`config.mk`:
```
export PLATFORM = sky130hd
export DESIGN_NAME = lidar_right_wall_follower
export DESIGN_NICKNAME = d
export VERILOG_FILES = /design/src/hw/rtl/rwf_pkg.sv /design/src/hw/rtl/rwf_front.sv /design/src/hw/rtl/rwf_queue.sv /design/src/hw/rtl/rwf_back.sv /design/src/hw/rtl/lidar_right_wall_follower.sv
export SDC_FILE = /design/constraint.sdc
export NUM_CORES = 2
export LEC_CHECK = 0
export BUFFER_PORTS_ARGS = -buffer_cell sky130_fd_sc_hd__buf_4
export CORE_MARGIN = 4
export CORE_UTILIZATION = 45
export DETAILED_ROUTE_END_ITERATION = 12
export PLACE_DENSITY = 0.67
export SYNTH_ARGS = -nofsm -noshare
export SYNTH_HDL_FRONTEND = slang
export SYNTH_HIERARCHICAL = 1
export SYNTH_SLANG_ARGS = --single-unit
export TNS_END_PERCENT = 1
```
`constraint.sdc`:
```
create_clock -name clk -period 7.7 [get_ports clk]
set_clock_uncertainty 0.05 [all_clocks]
set_input_delay 0.385 -clock clk [delete_from_list [all_inputs] [get_ports clk]]
set_output_delay 0.385 -clock clk [all_outputs]
set_load 0.05 [all_outputs]
```
`src/hw/rtl/rwf_pkg.sv`:
```
package rwf_pkg;

	// window centers and half width, binary angle units
	localparam logic [15:0] FRONT_CENTER       = 16'd0;
	localparam logic [15:0] FRONT_RIGHT_CENTER = 16'd57344;
	localparam logic [15:0] RIGHT_CENTER       = 16'd49152;
	localparam logic [15:0] WINDOW_HALF        = 16'd2731;

	localparam logic [15:0] NONE_MM      = 16'hFFFF;
	localparam logic [15:0] VALID_MIN_MM = 16'd20;

	// x / 10 == (x * RECIP10) >> RECIP10_SHIFT for x below 2^20
	localparam logic [19:0] RECIP10       = 20'd838861;
	localparam int          RECIP10_SHIFT = 23;

	localparam int QUEUE_DEPTH_DEF = 2;

	// navigation modes
	localparam logic [1:0] MODE_FOLLOW = 2'd0;
	localparam logic [1:0] MODE_TURN   = 2'd1;
	localparam logic [1:0] MODE_ADJUST = 2'd2;

	// register indexes
	localparam logic [2:0] REG_FRONT_STOP  = 3'd0;
	localparam logic [2:0] REG_LOST_WALL   = 3'd1;
	localparam logic [2:0] REG_DESIRED     = 3'd2;
	localparam logic [2:0] REG_GAIN        = 3'd3;
	localparam logic [2:0] REG_MAX_TURN    = 3'd4;
	localparam logic [2:0] REG_CRUISE      = 3'd5;
	localparam logic [2:0] REG_ANGLE_START = 3'd6;
	localparam logic [2:0] REG_ANGLE_STEP  = 3'd7;

	typedef struct packed {
		logic [15:0] front_stop_mm;
		logic [15:0] lost_wall_mm;
		logic [15:0] desired_wall_mm;
		logic [15:0] gain_q8;
		logic [14:0] max_turn_mrad_s;
		logic [14:0] cruise_mm_s;
		logic [15:0] angle_start;
		logic [15:0] angle_step;
	} cfg_t;

	// window minima of one finished scan
	typedef struct packed {
		logic [15:0] front_mm;
		logic [15:0] front_right_mm;
		logic [15:0] right_mm;
	} scan_t;

	typedef struct packed {
		logic empty;
		logic full;
	} q_stat_t;

endpackage

```
`src/hw/rtl/rwf_front.sv`:
```
module rwf_front (
	input  logic          clk,
	input  logic          arst_n,
	input  rwf_pkg::cfg_t cfg,
	input  logic          in_valid,
	output logic          in_ready,
	input  logic [15:0]   range_mm,
	input  logic          last_ray,
	input  logic          q_full,
	output logic          push,
	output rwf_pkg::scan_t push_data
);
	import rwf_pkg::*;

	logic [15:0] ray_angle_q;
	logic [15:0] front_min_q;
	logic [15:0] front_right_min_q;
	logic [15:0] right_min_q;
	logic        take;
	logic        usable;
	scan_t       next_min;

	function automatic logic in_window(input logic [15:0] ang, input logic [15:0] center);
		logic [15:0] d;
		logic [15:0] mag;
		d   = ang - center;
		mag = d[15] ? (~d + 16'd1) : d;
		return mag <= WINDOW_HALF;
	endfunction

	assign in_ready = !q_full;
	assign take     = in_valid && in_ready;
	assign usable   = (cfg.angle_step != 16'd0) && (range_mm > VALID_MIN_MM);

	always_comb begin
		next_min.front_mm = front_min_q;
		next_min.front_right_mm = front_right_min_q;
		next_min.right_mm = right_min_q;
		if (usable && in_window(ray_angle_q, FRONT_CENTER) && range_mm < front_min_q) begin
			next_min.front_mm = range_mm;
		end
		if (usable && in_window(ray_angle_q, FRONT_RIGHT_CENTER)
				&& range_mm < front_right_min_q) begin
			next_min.front_right_mm = range_mm;
		end
		if (usable && in_window(ray_angle_q, RIGHT_CENTER) && range_mm < right_min_q) begin
			next_min.right_mm = range_mm;
		end
	end

	assign push      = take && last_ray;
	assign push_data = next_min;

	always_ff @(posedge clk or negedge arst_n) begin
		if (!arst_n) begin
			ray_angle_q       <= 16'd0;
			front_min_q       <= NONE_MM;
			front_right_min_q <= NONE_MM;
			right_min_q       <= NONE_MM;
		end else if (take) begin
			if (last_ray) begin
				// scan done: restart minima and angle
				ray_angle_q       <= cfg.angle_start;
				front_min_q       <= NONE_MM;
				front_right_min_q <= NONE_MM;
				right_min_q       <= NONE_MM;
			end else begin
				ray_angle_q       <= ray_angle_q + cfg.angle_step;
				front_min_q       <= next_min.front_mm;
				front_right_min_q <= next_min.front_right_mm;
				right_min_q       <= next_min.right_mm;
			end
		end
	end

endmodule

```
`src/hw/rtl/rwf_queue.sv`:
```
module rwf_queue #(
	parameter int DEPTH = rwf_pkg::QUEUE_DEPTH_DEF
) (
	input  logic            clk,
	input  logic            arst_n,
	input  logic            push,
	input  rwf_pkg::scan_t  push_data,
	input  logic            pop,
	output rwf_pkg::scan_t  head,
	output rwf_pkg::q_stat_t stat
);
	import rwf_pkg::*;

	localparam int AW = (DEPTH > 1) ? $clog2(DEPTH) : 1;
	localparam int CW = $clog2(DEPTH + 1);

	scan_t         mem_q [DEPTH];
	logic [AW-1:0] wr_ptr_q;
	logic [AW-1:0] rd_ptr_q;
	logic [CW-1:0] count_q;

	assign stat.empty = (count_q == CW'(0));
	assign stat.full  = (count_q == CW'(DEPTH));
	assign head       = mem_q[rd_ptr_q];

	always_ff @(posedge clk) begin
		if (push) begin
			mem_q[wr_ptr_q] <= push_data;
		end
	end

	always_ff @(posedge clk or negedge arst_n) begin
		if (!arst_n) begin
			wr_ptr_q <= '0;
			rd_ptr_q <= '0;
			count_q  <= '0;
		end else begin
			if (push) begin
				wr_ptr_q <= (wr_ptr_q == AW'(DEPTH - 1)) ? '0 : wr_ptr_q + AW'(1);
			end
			if (pop) begin
				rd_ptr_q <= (rd_ptr_q == AW'(DEPTH - 1)) ? '0 : rd_ptr_q + AW'(1);
			end
			if (push && !pop) begin
				count_q <= count_q + CW'(1);
			end else if (pop && !push) begin
				count_q <= count_q - CW'(1);
			end
		end
	end

`ifndef SYNTHESIS
	a_no_overflow: assert property (@(posedge clk) disable iff (!arst_n)
		!(push && stat.full && !pop))
		else $error("queue written while full");
	a_no_underflow: assert property (@(posedge clk) disable iff (!arst_n)
		!(pop && stat.empty))
		else $error("queue read while empty");
	a_count_range: assert property (@(posedge clk) disable iff (!arst_n)
		count_q <= CW'(DEPTH))
		else $error("queue count beyond depth");
`endif

endmodule

```
`src/hw/rtl/rwf_back.sv`:
```
module rwf_back (
	input  logic             clk,
	input  logic             arst_n,
	input  rwf_pkg::cfg_t    cfg,
	input  rwf_pkg::scan_t   head,
	input  rwf_pkg::q_stat_t stat,
	output logic             pop,
	output logic             out_valid,
	input  logic             out_ready,
	output logic [14:0]      linear_mm_s,
	output logic signed [15:0] angular_mrad_s,
	output logic [1:0]       nav_mode,
	output logic [15:0]      front_mm,
	output logic [15:0]      front_right_mm,
	output logic [15:0]      right_mm,
	output logic             command_valid
);
	import rwf_pkg::*;

	logic adv;

	// stage 1: flags and mode update
	logic        f_some, r_some, f_close, f_clear, r_lost, r_near_lost, r_at_wall;
	logic [1:0]  mode_q;
	logic [1:0]  mode_next;
	logic [18:0] num;
	logic        valid_s1;
	logic [1:0]  mode_s1;
	logic        cmd_s1;
	logic        r_some_s1;
	logic        f_close_s1;
	logic [18:0] num_s1;
	logic signed [16:0] diff_s1;
	scan_t       scan_s1;

	// stage 2: products
	logic [38:0]        quot_prod;
	logic signed [33:0] p_prod;
	logic        valid_s2;
	logic [1:0]  mode_s2;
	logic        cmd_s2;
	logic        r_some_s2;
	logic        f_close_s2;
	logic [14:0] quot_s2;
	logic signed [33:0] p_s2;
	scan_t       scan_s2;

	// stage 3: rounding, clamp and selection
	logic        p_neg;
	logic [33:0] p_abs;
	logic [33:0] rnd_sum;
	logic [25:0] rnd;
	logic [14:0] mag;
	logic [14:0] half;
	logic [14:0] lin;
	logic signed [15:0] ang;

	logic        out_valid_q;
	logic [14:0] lin_q;
	logic signed [15:0] ang_q;
	logic [1:0]  mode_out_q;
	scan_t       scan_q;
	logic        cmd_q;

	assign adv = !out_valid_q || out_ready;
	assign pop = adv && !stat.empty;

	always_comb begin
		f_some      = head.front_mm != NONE_MM;
		r_some      = head.right_mm != NONE_MM;
		f_close     = f_some && (head.front_mm < cfg.front_stop_mm);
		f_clear     = !f_some || ((19'(head.front_mm) * 19'd5) >= (19'(cfg.front_stop_mm) * 19'd6));
		r_lost      = !r_some || (head.right_mm > cfg.lost_wall_mm);
		r_near_lost = r_some && (head.right_mm < cfg.lost_wall_mm);
		r_at_wall   = r_some && ((19'(head.right_mm) * 19'd5) <= (19'(cfg.desired_wall_mm) * 19'd6));
		mode_next   = mode_q;
		unique case (mode_q)
			MODE_TURN: begin
				if (f_clear && r_near_lost) mode_next = MODE_FOLLOW;
			end
			MODE_ADJUST: begin
				if (r_at_wall) mode_next = MODE_FOLLOW;
				else if (f_close) mode_next = MODE_TURN;
			end
			default: begin
				// follow, and the unused code behaves as follow
				if (f_close) mode_next = MODE_TURN;
				else if (r_lost) mode_next = MODE_ADJUST;
				else mode_next = MODE_FOLLOW;
			end
		endcase
		// the one product by 0.9, 0.8 or 0.6 this result needs, before the divide by ten
		if (mode_next == MODE_TURN) begin
			num = 19'(cfg.max_turn_mrad_s) * 19'd9 + 19'd5;
		end else if (f_close) begin
			num = 19'(cfg.max_turn_mrad_s) * 19'd8 + 19'd5;
		end else begin
			num = 19'(cfg.cruise_mm_s) * 19'd6 + 19'd5;
		end
	end

	always_ff @(posedge clk or negedge arst_n) begin
		if (!arst_n) begin
			mode_q   <= MODE_FOLLOW;
			valid_s1 <= 1'b0;
			valid_s2 <= 1'b0;
		end else if (adv) begin
			valid_s1 <= pop;
			valid_s2 <= valid_s1;
			if (pop) begin
				mode_q <= mode_next;
			end
		end
	end

	always_ff @(posedge clk) begin
		if (adv) begin
			mode_s1    <= mode_next;
			cmd_s1     <= f_some || r_some;
			r_some_s1  <= r_some;
			f_close_s1 <= f_close;
			num_s1     <= num;
			diff_s1    <= $signed({1'b0, cfg.desired_wall_mm}) - $signed({1'b0, head.right_mm});
			scan_s1    <= head;
		end
	end

	assign quot_prod = 39'(num_s1) * 39'(RECIP10);
	assign p_prod    = $signed({1'b0, cfg.gain_q8}) * diff_s1;

	always_ff @(posedge clk) begin
		if (adv) begin
			mode_s2    <= mode_s1;
			cmd_s2     <= cmd_s1;
			r_some_s2  <= r_some_s1;
			f_close_s2 <= f_close_s1;
			quot_s2    <= quot_prod[RECIP10_SHIFT +: 15];
			p_s2       <= p_prod;
			scan_s2    <= scan_s1;
		end
	end

	always_comb begin
		p_neg   = p_s2[33];
		p_abs   = p_neg ? 34'(-p_s2) : 34'(p_s2);
		rnd_sum = p_abs + 34'd128;
		rnd     = rnd_sum[33:8];
		mag     = (rnd > 26'(cfg.max_turn_mrad_s)) ? cfg.max_turn_mrad_s : rnd[14:0];
		half    = 15'((16'(cfg.max_turn_mrad_s) + 16'd1) >> 1);
		lin     = '0;
		ang     = '0;
		if (cmd_s2) begin
			unique case (mode_s2)
				MODE_TURN: begin
					ang = $signed({1'b0, quot_s2});
				end
				MODE_ADJUST: begin
					if (f_close_s2) begin
						ang = $signed({1'b0, quot_s2});
					end else begin
						lin = quot_s2;
						ang = -$signed({1'b0, half});
					end
				end
				default: begin
					lin = cfg.cruise_mm_s;
					if (!r_some_s2) begin
						ang = -$signed({1'b0, cfg.max_turn_mrad_s});
					end else if (p_neg) begin
						ang = -$signed({1'b0, mag});
					end else begin
						ang = $signed({1'b0, mag});
					end
				end
			endcase
		end
	end

	always_ff @(posedge clk or negedge arst_n) begin
		if (!arst_n) begin
			out_valid_q <= 1'b0;
		end else if (adv) begin
			out_valid_q <= valid_s2;
		end
	end

	always_ff @(posedge clk) begin
		if (adv) begin
			lin_q      <= lin;
			ang_q      <= ang;
			mode_out_q <= mode_s2;
			scan_q     <= scan_s2;
			cmd_q      <= cmd_s2;
		end
	end

	assign out_valid      = out_valid_q;
	assign linear_mm_s    = lin_q;
	assign angular_mrad_s = ang_q;
	assign nav_mode       = mode_out_q;
	assign front_mm       = scan_q.front_mm;
	assign front_right_mm = scan_q.front_right_mm;
	assign right_mm       = scan_q.right_mm;
	assign command_valid  = cmd_q;

`ifndef SYNTHESIS
	a_idle_cmd_zero: assert property (@(posedge clk) disable iff (!arst_n)
		(out_valid_q && !cmd_q) |-> (lin_q == 15'd0 && ang_q == 16'sd0))
		else $error("speeds not zero on an empty scan");
	a_turn_stands: assert property (@(posedge clk) disable iff (!arst_n)
		(out_valid_q && mode_out_q == MODE_TURN) |-> (lin_q == 15'd0))
		else $error("forward speed while turning a corner");
	a_empty_scan: assert property (@(posedge clk) disable iff (!arst_n)
		(out_valid_q && scan_q.front_mm == NONE_MM && scan_q.right_mm == NONE_MM)
		|-> !cmd_q)
		else $error("command flagged valid with no front and no right reading");
`endif

endmodule

```
`src/hw/rtl/lidar_right_wall_follower.sv`:
```
// right-hand wall follower fed by a stream of lidar rays
//
// input channel: in_valid / in_ready with range_mm and last_ray, one ray per
// transfer; up to one ray is taken every cycle. each ray gets the next angle
// from angle_start in steps of angle_step (the first scan after reset starts at zero),
// and folds into the front, front-right and right window minima as it arrives.
// output channel: out_valid / out_ready; one command per scan, on the ray
// marked last_ray: speeds, mode after the update and the three minima.
// path: the command reaches out_valid from the last ray's transfer through the
// queue, the flag/mode stage, the product stage and the output register.
// throughput: one ray per cycle while the queue is not full; the back handles
// one finished scan per cycle while out_ready does not stall it.
// a small queue of finished scans sits between front and back. when the
// receiver stalls, the back holds its result and the queue fills; in_ready
// drops only while the queue is full.
// config: cfg_we / cfg_index / cfg_wdata, one register per write, no wait.
// reset: registers take their default values, the mode goes to follow, the
// minima go to none and the ray angle to zero.
module lidar_right_wall_follower #(
	parameter int QUEUE_DEPTH = rwf_pkg::QUEUE_DEPTH_DEF
) (
	input  logic               clk,
	input  logic               arst_n,
	input  logic               cfg_we,
	input  logic [2:0]         cfg_index,
	input  logic [15:0]        cfg_wdata,
	input  logic               in_valid,
	output logic               in_ready,
	input  logic [15:0]        range_mm,
	input  logic               last_ray,
	output logic               out_valid,
	input  logic               out_ready,
	output logic [14:0]        linear_mm_s,
	output logic signed [15:0] angular_mrad_s,
	output logic [1:0]         nav_mode,
	output logic [15:0]        front_mm,
	output logic [15:0]        front_right_mm,
	output logic [15:0]        right_mm,
	output logic               command_valid
);
	import rwf_pkg::*;

	cfg_t    cfg_q;
	logic    push;
	scan_t   push_data;
	logic    pop;
	scan_t   head;
	q_stat_t stat;

	// configuration registers: the user writes only while the block is idle; not enforced
	always_ff @(posedge clk or negedge arst_n) begin
		if (!arst_n) begin
			cfg_q.front_stop_mm   <= 16'd400;
			cfg_q.lost_wall_mm    <= 16'd800;
			cfg_q.desired_wall_mm <= 16'd400;
			cfg_q.gain_q8         <= 16'd256;
			cfg_q.max_turn_mrad_s <= 15'd1000;
			cfg_q.cruise_mm_s     <= 15'd200;
			cfg_q.angle_start     <= 16'd0;
			cfg_q.angle_step      <= 16'd182;
		end else if (cfg_we) begin
			unique case (cfg_index)
				REG_FRONT_STOP:  cfg_q.front_stop_mm   <= cfg_wdata;
				REG_LOST_WALL:   cfg_q.lost_wall_mm    <= cfg_wdata;
				REG_DESIRED:     cfg_q.desired_wall_mm <= cfg_wdata;
				REG_GAIN:        cfg_q.gain_q8         <= cfg_wdata;
				REG_MAX_TURN:    cfg_q.max_turn_mrad_s <= cfg_wdata[14:0];
				REG_CRUISE:      cfg_q.cruise_mm_s     <= cfg_wdata[14:0];
				REG_ANGLE_START: cfg_q.angle_start     <= cfg_wdata;
				REG_ANGLE_STEP:  cfg_q.angle_step      <= cfg_wdata;
				default: ;
			endcase
		end
	end

	// front: ray angle and window minima, pushes one summary per scan
	rwf_front u_front (
		.clk       (clk),
		.arst_n    (arst_n),
		.cfg       (cfg_q),
		.in_valid  (in_valid),
		.in_ready  (in_ready),
		.range_mm  (range_mm),
		.last_ray  (last_ray),
		.q_full    (stat.full),
		.push      (push),
		.push_data (push_data)
	);

	// finished scans waiting for the back
	rwf_queue #(
		.DEPTH (QUEUE_DEPTH)
	) u_queue (
		.clk       (clk),
		.arst_n    (arst_n),
		.push      (push),
		.push_data (push_data),
		.pop       (pop),
		.head      (head),
		.stat      (stat)
	);

	// back: mode machine and speed command
	rwf_back u_back (
		.clk            (clk),
		.arst_n         (arst_n),
		.cfg            (cfg_q),
		.head           (head),
		.stat           (stat),
		.pop            (pop),
		.out_valid      (out_valid),
		.out_ready      (out_ready),
		.linear_mm_s    (linear_mm_s),
		.angular_mrad_s (angular_mrad_s),
		.nav_mode       (nav_mode),
		.front_mm       (front_mm),
		.front_right_mm (front_right_mm),
		.right_mm       (right_mm),
		.command_valid  (command_valid)
	);

endmodule
```
* After elaboration in Yosys (flattened, before gate mapping) *
Memory sizes are Yosys's and may differ from the RTL's.
Index checks and enable logic that the tools add are counted.

cells by class
  add/sub/neg operators = 20
  $mul = 8
  order comparisons = 13
  eq/ne operators = 15
  muxes and demuxes = 32
  bitwise operators = 3
  reduce and logical (&&, ||, !) cells = 40

operators with widths
  kind                                                                                 number
  16-bit 2-to-1 mux                                                                    13
  16-bit < comparator                                                                  5
  16-bit by 1-bit adder with 16-bit output (second input constant)                     3
  16-bit by 12-bit less-or-equal comparator with 1-bit output (second input constant)  3
  15-bit negator with 16-bit output                                                    3
  16-bit NOT                                                                           3
  18-bit by 3-bit adder with 19-bit output (second input constant)                     2
  16-bit by 3-bit multiplier with 19-bit output (second input constant)                2
  19-bit by 20-bit multiplier with 38-bit output (second input constant)               1
  19-bit 2-to-1 mux                                                                    2
  16-bit by 2-bit multiplier with 18-bit output (second input constant)                2
  34-bit by 8-bit adder with 34-bit output (second input constant)                     1
  17-bit by 17-bit multiplier with 34-bit output                                       1
  34-bit 2-to-1 mux                                                                    1
  34-bit negator                                                                       1
  16-bit != test (second input constant)                                               2
  16-bit one-hot mux with 2 select lines                                               1
  16-bit subtractor (second input constant)                                            2
  15-bit 2-to-1 mux                                                                    2
  15-bit one-hot mux with 2 select lines                                               1
  26-bit by 15-bit greater-than comparator with 1-bit output                           1
  19-bit by 3-bit adder with 19-bit output (second input constant)                     1
  19-bit >= comparator                                                                 1
  19-bit less-or-equal comparator                                                      1
  26 further kinds                                                                     76

word-level totals
  bits in registers = 472
  memory bits (writable) = 96
  input port bits = 41
  output and inout bits = 84
  logic and storage cells = 176
  memories kept = 1

memory list
  memory         words  bits a word  rd ports  clocked after memory_dff  wr ports  RTL line         RTL
  u_queue.mem_q  2      48           1         0                         1         rwf_queue.sv:17  scan_t mem_q [DEPTH];

* Depth between registers and ports, before layout *
  depth after elaboration = 9
  gate-level depth with buffers = 36
  depth with buffers taken out = 32

* Hierarchy *
Netlist, hierarchy kept.

modules (own cells, without submodules)
  module                     times used  cells an instance  area each (µm²)  seq. area each (µm²)
  rwf_back                   1           3425               33652.3          8323.0
  rwf_front                  1           721                6038.3           1661.6
  lidar_right_wall_follower  1           275                4872.2           3183.1
  rwf_queue                  1           165                3696.0           2982.9

* Worst setup path before layout *
No wires, ideal clock.

  path type = reg2reg
  start = register u_back.p_s2[33]
  end = register u_back.ang_q[14], in the netlist u_back/angular_mrad_s[14] (data pin)
  library setup time = 0.271 ns
  data arrival time = 7.600 ns
  required time = 7.379 ns
  path slack = -0.221 ns
  cell stages (with the launch flop) = 36
  path buffers = 6
  period minus slack after synthesis = 7.921 ns
  cell sequence = edfxtp_1 clkbuf_1 clkbuf_1 buf_1 clkbuf_1 buf_2 o21ai_0 xnor2_1 ha_1 and3b_1 a31o_2 o32ai_1 a21oi_1 a21oi_1 xor2_1 ha_1 a21o_1 a21o_1 a21oi_1 o21ai_0 a221o_1 a32oi_1 nand4_1 nor3_4 buf_4 mux2i_1 ha_1 inv_1 or2_2 or2_2 or4_1 o21ai_0 mux2i_1 xnor2_1 a21oi_1 a211oi_1

on the way
  cells in the longest elaborated chain, start to end = 9

RTL lines
  item                                                        RTL line         RTL
  start, declared                                             rwf_back.sv:45   logic signed [33:0] p_s2;
  start signal, assigned                                      rwf_back.sv:138  p_s2 <= p_prod;
  34-bit negator                                              rwf_back.sv:145  p_abs = p_neg ? 34'(-p_s2) : 34'(p_s2);
  34-bit 2-to-1 mux                                           rwf_back.sv:145
  34-bit by 8-bit adder with 34-bit output                    rwf_back.sv:146  rnd_sum = p_abs + 34'd128;
  26-bit by 15-bit greater-than comparator with 1-bit output  rwf_back.sv:148  mag = (rnd > 26'(cfg.max_turn_mrad_s)) ? cfg.max_turn_mrad_s : rnd[14:0];
  15-bit 2-to-1 mux                                           rwf_back.sv:148
  15-bit negator with 16-bit output                           rwf_back.sv:170  ang = -$signed({1'b0, mag});
  16-bit 2-to-1 mux (*)                                       rwf_back.sv:169  end else if (p_neg) begin
  16-bit 2-to-1 mux (*)                                       rwf_back.sv:167  if (!r_some_s2) begin
  16-bit one-hot mux with 2 select lines (*)                  rwf_back.sv:153  unique case (mode_s2)
  end signal, assigned                                        rwf_back.sv:190  ang_q <= ang;
  end, declared                                               rwf_back.sv:60   logic signed [15:0] ang_q;

Mark *: on every way between the ends. The rest lies on a longest branch, timed or not.
A chain may end at the register's enable or synchronous reset.

==> flow_summary.html <==
<table>
<tr><th>Metric</th><th>Value</th></tr>
<tr><th colspan="2">Logic synthesis</th></tr>
<tr><td>Async S/R FF share, synth</td><td>35.04%</td></tr>
<tr><td>Synthesis Warnings</td><td>6</td></tr>
<tr><td>Post-Syn Area</td><td>48,260 um2</td></tr>
<tr><td>Compound-Gate Fraction of Synth Area</td><td>10.60%</td></tr>
<tr><td>Multiplexer share of the synthesized area</td><td>5.206%</td></tr>
<tr><td>Simple-gate portion of the synthesized area</td><td>11.86%</td></tr>
<tr><td>Flop and latch count out of synthesis</td><td>568</td></tr>
<tr><td>Leading register cell type out of synthesis</td><td>sky130_fd_sc_hd__edfxtp_1</td></tr>
<tr><td>Count of different cell masters after synthesis</td><td>99</td></tr>
<tr><td>Net count after synthesis</td><td>5,521</td></tr>
<tr><td>Synth Area per Inst</td><td>10.52 um2</td></tr>
<tr><td>Largest family of logic cells by synthesized area</td><td>adder cells</td></tr>
<tr><td>Proportion of synthesized chip area in sequential cells</td><td>33.47%</td></tr>
<tr><td>Post-synth EDFFs</td><td>369</td></tr>
<tr><td>Gate count after technology mapping</td><td>4,586</td></tr>
<tr><td>Xor and xnor area share after synthesis</td><td>4.338%</td></tr>
<tr><td>Synthesized-area fraction occupied by adder cells</td><td>28.08%</td></tr>
<tr><th colspan="2">Worst setup path</th></tr>
<tr><td>Crit path launch type</td><td>flip-flop</td></tr>
<tr><td>Worst-case register-to-register setup slack</td><td>0.37 ns</td></tr>
<tr><td>Data arrival time of the critical path</td><td>7.65 ns</td></tr>
<tr><td>CP dominant cell by count</td><td>sky130_fd_sc_hd__o21ai_0</td></tr>
<tr><td>Top fanout value on the critical path</td><td>31</td></tr>
<tr><td>Crit path largest cell delay</td><td>0.59 ns</td></tr>
<tr><td>Crit path capture type</td><td>flip-flop</td></tr>
<tr><td>Required time of the worst setup path</td><td>8.02 ns</td></tr>
<tr><td>Critical setup path kind</td><td>flip-flop to flip-flop</td></tr>
<tr><td>Critical path's slowest cell</td><td>sky130_fd_sc_hd__dfrtp_2</td></tr>
<tr><th colspan="2">Global route</th></tr>
<tr><td>Via count of the first global-routing pass</td><td>34,750</td></tr>
<tr><td>Antenna violations before repair</td><td>16</td></tr>
<tr><td>Global route overflow</td><td>0</td></tr>
<tr><td>Overall track demand over capacity in global routing</td><td>21.91%</td></tr>
<tr><td>Global-route wire length before repair</td><td>193.5 mm</td></tr>
<tr><td>Largest net degree at the start of global routing</td><td>119</td></tr>
<tr><th colspan="2">Timing</th></tr>
<tr><td>Transition at the pin with the smallest max-transition slack</td><td>1.136 ns</td></tr>
<tr><td>Post-route minimum period</td><td>7.327 ns</td></tr>
<tr><td>Final period util</td><td>95.16%</td></tr>
<tr><td>Number of setup violations in the final report</td><td>0</td></tr>
<tr><td>Rel. slew slack</td><td>24.14%</td></tr>
<tr><td>Final worst-path setup slack</td><td>0.3725 ns</td></tr>
<tr><td>Worst-case hold slack</td><td>0.05928 ns</td></tr>
<tr><td>Final hold viol count</td><td>0</td></tr>
<tr><td>Unrepaired setup endpoints after global routing</td><td>true</td></tr>
<tr><td>Total count of max-transition violations in the final report</td><td>0</td></tr>
<tr><td>Achievable clock frequency</td><td>0.1365 GHz</td></tr>
<tr><th colspan="2">Clock network</th></tr>
<tr><td>Longest Clk Path Bufs</td><td>3</td></tr>
<tr><td>TritonCTS buffer count</td><td>72</td></tr>
<tr><td>Reg clk slew, reported paths</td><td>0.06 ns</td></tr>
<tr><td>Max H-tree Level</td><td>3</td></tr>
<tr><td>Buffer type at the clock tree root</td><td>sky130_fd_sc_hd__clkbuf_16</td></tr>
<tr><td>TritonCTS clock tree</td><td>yes</td></tr>
<tr><td>Clock sink count</td><td>568</td></tr>
<tr><td>Clock network latency to the later pin of the worst-skew pair</td><td>0.65 ns</td></tr>
<tr><th colspan="2">Die</th></tr>
<tr><td>Standard cell core area</td><td>105,900 um2</td></tr>
<tr><td>Initial cell density of the core</td><td>45.59%</td></tr>
<tr><td>Die footprint</td><td>112,500 um2</td></tr>
<tr><td>Vertical die dimension</td><td>335.5 um</td></tr>
<tr><td>Number of top-level pins</td><td>125</td></tr>
<tr><td>Num rows</td><td>119</td></tr>
<tr><td>X dimension of the die</td><td>335.5 um</td></tr>
<tr><th colspan="2">Min path</th></tr>
<tr><td>Min-Delay Path Class</td><td>primary input to flip-flop</td></tr>
<tr><th colspan="2">Placed design</th></tr>
<tr><td>Total cell area at the placement stage</td><td>50,780 um2</td></tr>
<tr><td>Count of port buffers added during placement</td><td>124</td></tr>
<tr><td>Setup slack at placement</td><td>0.4711 ns</td></tr>
<tr><td>GP Congestion</td><td>0.9031</td></tr>
<tr><td>Post-detail-place hpwl</td><td>92.15 mm</td></tr>
<tr><th colspan="2">Flow run</th></tr>
<tr><td>Max-capacitance violation count</td><td>0</td></tr>
<tr><th colspan="2">Routing</th></tr>
<tr><td>Post-route ant nets</td><td>0</td></tr>
<tr><td>Routed len/inst</td><td>20.05 um</td></tr>
<tr><td>Number of search-and-repair iterations in the first detailed-routing pass</td><td>9</td></tr>
<tr><td>Via count</td><td>34,170</td></tr>
<tr><td>Via-to-Cell Ratio</td><td>5.560</td></tr>
<tr><td>Detailed Route Iter0 Violations</td><td>2,517</td></tr>
<tr><td>Number of design rule violations left after detail routing</td><td>0</td></tr>
<tr><td>Total length of routed wires</td><td>123.2 mm</td></tr>
<tr><th colspan="2">Final layout</th></tr>
<tr><td>Final core utilization</td><td>50.28%</td></tr>
<tr><td>Post-layout instance area</td><td>53,230 um2</td></tr>
<tr><td>Final Net Count</td><td>5,624</td></tr>
<tr><td>Ratio of cells with drive above 1 in the final layout</td><td>13.36%</td></tr>
<tr><td>Layout area overhead</td><td>10.30%</td></tr>
<tr><th colspan="2">Status</th></tr>
<tr><td>Outcome</td><td>complete, no violations</td></tr>
</table>
==> Yosys cell counts, types with 11 or more instances <==
| library cell | n | area (um2) |
|---|---|---|
| sky130_fd_sc_hd__a22o_1 | 17 | 148.9 |
| sky130_fd_sc_hd__xor2_1 | 65 | 569.3 |
| sky130_fd_sc_hd__fa_1 | 315 | 6306 |
| sky130_fd_sc_hd__and3_1 | 16 | 100.1 |
| sky130_fd_sc_hd__a221oi_1 | 16 | 140.1 |
| sky130_fd_sc_hd__a22oi_1 | 20 | 150.1 |
| sky130_fd_sc_hd__a31oi_1 | 26 | 162.7 |
| sky130_fd_sc_hd__o21bai_1 | 36 | 270.3 |
| sky130_fd_sc_hd__xnor2_1 | 174 | 1524 |
| sky130_fd_sc_hd__clkbuf_1 | 117 | 439.2 |
| sky130_fd_sc_hd__nor3b_1 | 24 | 180.2 |
| sky130_fd_sc_hd__nand2b_1 | 42 | 262.8 |
| sky130_fd_sc_hd__a21oi_1 | 169 | 845.8 |
| sky130_fd_sc_hd__o211ai_1 | 18 | 135.1 |
| sky130_fd_sc_hd__ha_1 | 579 | 7244 |
| sky130_fd_sc_hd__a211oi_1 | 46 | 345.3 |
| sky130_fd_sc_hd__mux2_4 | 20 | 300.3 |
| sky130_fd_sc_hd__nor4_1 | 26 | 162.7 |
| sky130_fd_sc_hd__a21o_1 | 68 | 510.5 |
| sky130_fd_sc_hd__dfrtp_1 | 127 | 3178 |
| sky130_fd_sc_hd__o22a_1 | 17 | 148.9 |
| sky130_fd_sc_hd__nand2_1 | 289 | 1085 |
| sky130_fd_sc_hd__mux2i_1 | 23 | 230.2 |
| sky130_fd_sc_hd__or2_2 | 21 | 131.4 |
| sky130_fd_sc_hd__a21boi_0 | 14 | 105.1 |
| sky130_fd_sc_hd__nor3_1 | 80 | 400.4 |
| sky130_fd_sc_hd__o21a_1 | 31 | 232.7 |
| sky130_fd_sc_hd__or3_1 | 18 | 112.6 |
| sky130_fd_sc_hd__buf_2 | 16 | 80.08 |
| sky130_fd_sc_hd__inv_1 | 635 | 2384 |
| sky130_fd_sc_hd__mux2_2 | 175 | 1971 |
| sky130_fd_sc_hd__edfxtp_1 | 369 | 11080 |
| sky130_fd_sc_hd__nand4_1 | 51 | 319.1 |
| sky130_fd_sc_hd__and2_1 | 147 | 919.6 |
| sky130_fd_sc_hd__nand3_1 | 75 | 375.4 |
| sky130_fd_sc_hd__nor2_1 | 215 | 807.0 |
| sky130_fd_sc_hd__a222oi_1 | 11 | 110.1 |
| sky130_fd_sc_hd__o21ai_0 | 164 | 820.8 |
| sky130_fd_sc_hd__nor2b_1 | 40 | 250.2 |
| sky130_fd_sc_hd__dfstp_2 | 72 | 1892 |
==> cells in the final DEF (no fill, tap or decap), drive strengths merged, types with 18 or more instances in the layout <==
master,n
a211oi,46
a21o,68
a21oi,169
a22oi,20
a31oi,26
and2,147
buf,186
clkbuf,93
clkinv,25
dfrtp,127
dfstp,72
edfxtp,369
fa,315
ha,579
inv,641
mux2,196
mux2i,23
nand2,289
nand2b,42
nand3,76
nand4,52
nor2,215
nor2b,40
nor3,81
nor3b,25
nor4,30
o211ai,18
o21a,32
o21ai,166
o21bai,36
or2,22
or3,18
xnor2,174
xor2,65
==> flip-flops by register name, summed over array words and instances, names as in the netlist, 17 cells and up <==
signal          flops
u_back/diff_s1     17
cfg_q             126
u_back/scan_s1     48
u_back/num_s1      19
u_back/p_s2        34
u_back/scan_s2     48
u_queue/mem_q      96
==> area by class of cell <==
cell class	instances	area [um2]
Timing Repair Buffer	189	1430
Antenna cell	8	20.02
Clock buffer	92	1938
Multi-Input combinational cell	3220	29110
Sequential cell	568	16150
Clock inverter	40	435.4
Inverter	638	2402
Tap cell	1391	1740
Fill cell	9441	52640
==> metal layers <==
metal  routed length (um)  track usage (%)  vias to the layer above  share of wire [%]
met5                   62                0                        -              0.050
met4                 4373            8.001                       10                3.5
met3                 8140            4.380                      234                6.6
met2                57510            35.91                      921                 47
met1                53130            28.93                    16880                 43
li1                     -                -                    16130                  -
==> kinds of logic after synthesis <==
kind of cell	count (synthesis)
xor gates and xnor gates	239
AOI/OAI and AO/OA	762
muxes	219
DFF	568
buffers and inverters	798
adders and majority gates	894
and+or+nand+nor	1106
==> stage by stage <==
stage	cells	TNS [ns]
2_1_floorplan	4586	0
3_3_place_gp	6001	0
3_5_place_dp	6001	0
4_1_cts	6135	0
5_1_grt	6141	-0.06323
6_report	6146	0
==> final timing paths <==
check / from / to / depth (start not counted)
min: range_mm[15] / u_front/right_min_q[15] / 2
max: u_queue/rd_ptr_q / u_back/num_s1[7] / 29
min reg2reg: u_back/scan_s2[9] / u_back/right_mm[9] / 0
max in group asynchronous: arst_n / u_queue/rd_ptr_q / 3
min in group asynchronous: arst_n / u_back/valid_s2 / 2
max reg2reg: u_queue/rd_ptr_q / u_back/num_s1[7] / 29
==> critical path: cells and delay by family, from the launching register on <==
kind / cells / cell delay, ns
simple gates: 8 / 0.99
compound gates: 13 / 3.21
mux: 2 / 0.72
buf+inv: 2 / 0.28
flops: 1 / 0.59
fa+ha+maj: 4 / 1.19
==> timing repair <==
| item | CTS | global route |
|---|---|---|
| setup buffers | 0 | 3 |
| hold endpoints to repair | 14 | 0 |
| gates resized for setup | 0 | 5 |
| endpoints found under the setup margin | 0 | 6 |
| hold buffers | 2 | 0 |
Power is left out: the tool's default activity adds up to more than one toggle a clock period on the data nets, which glitch-free logic cannot reach.
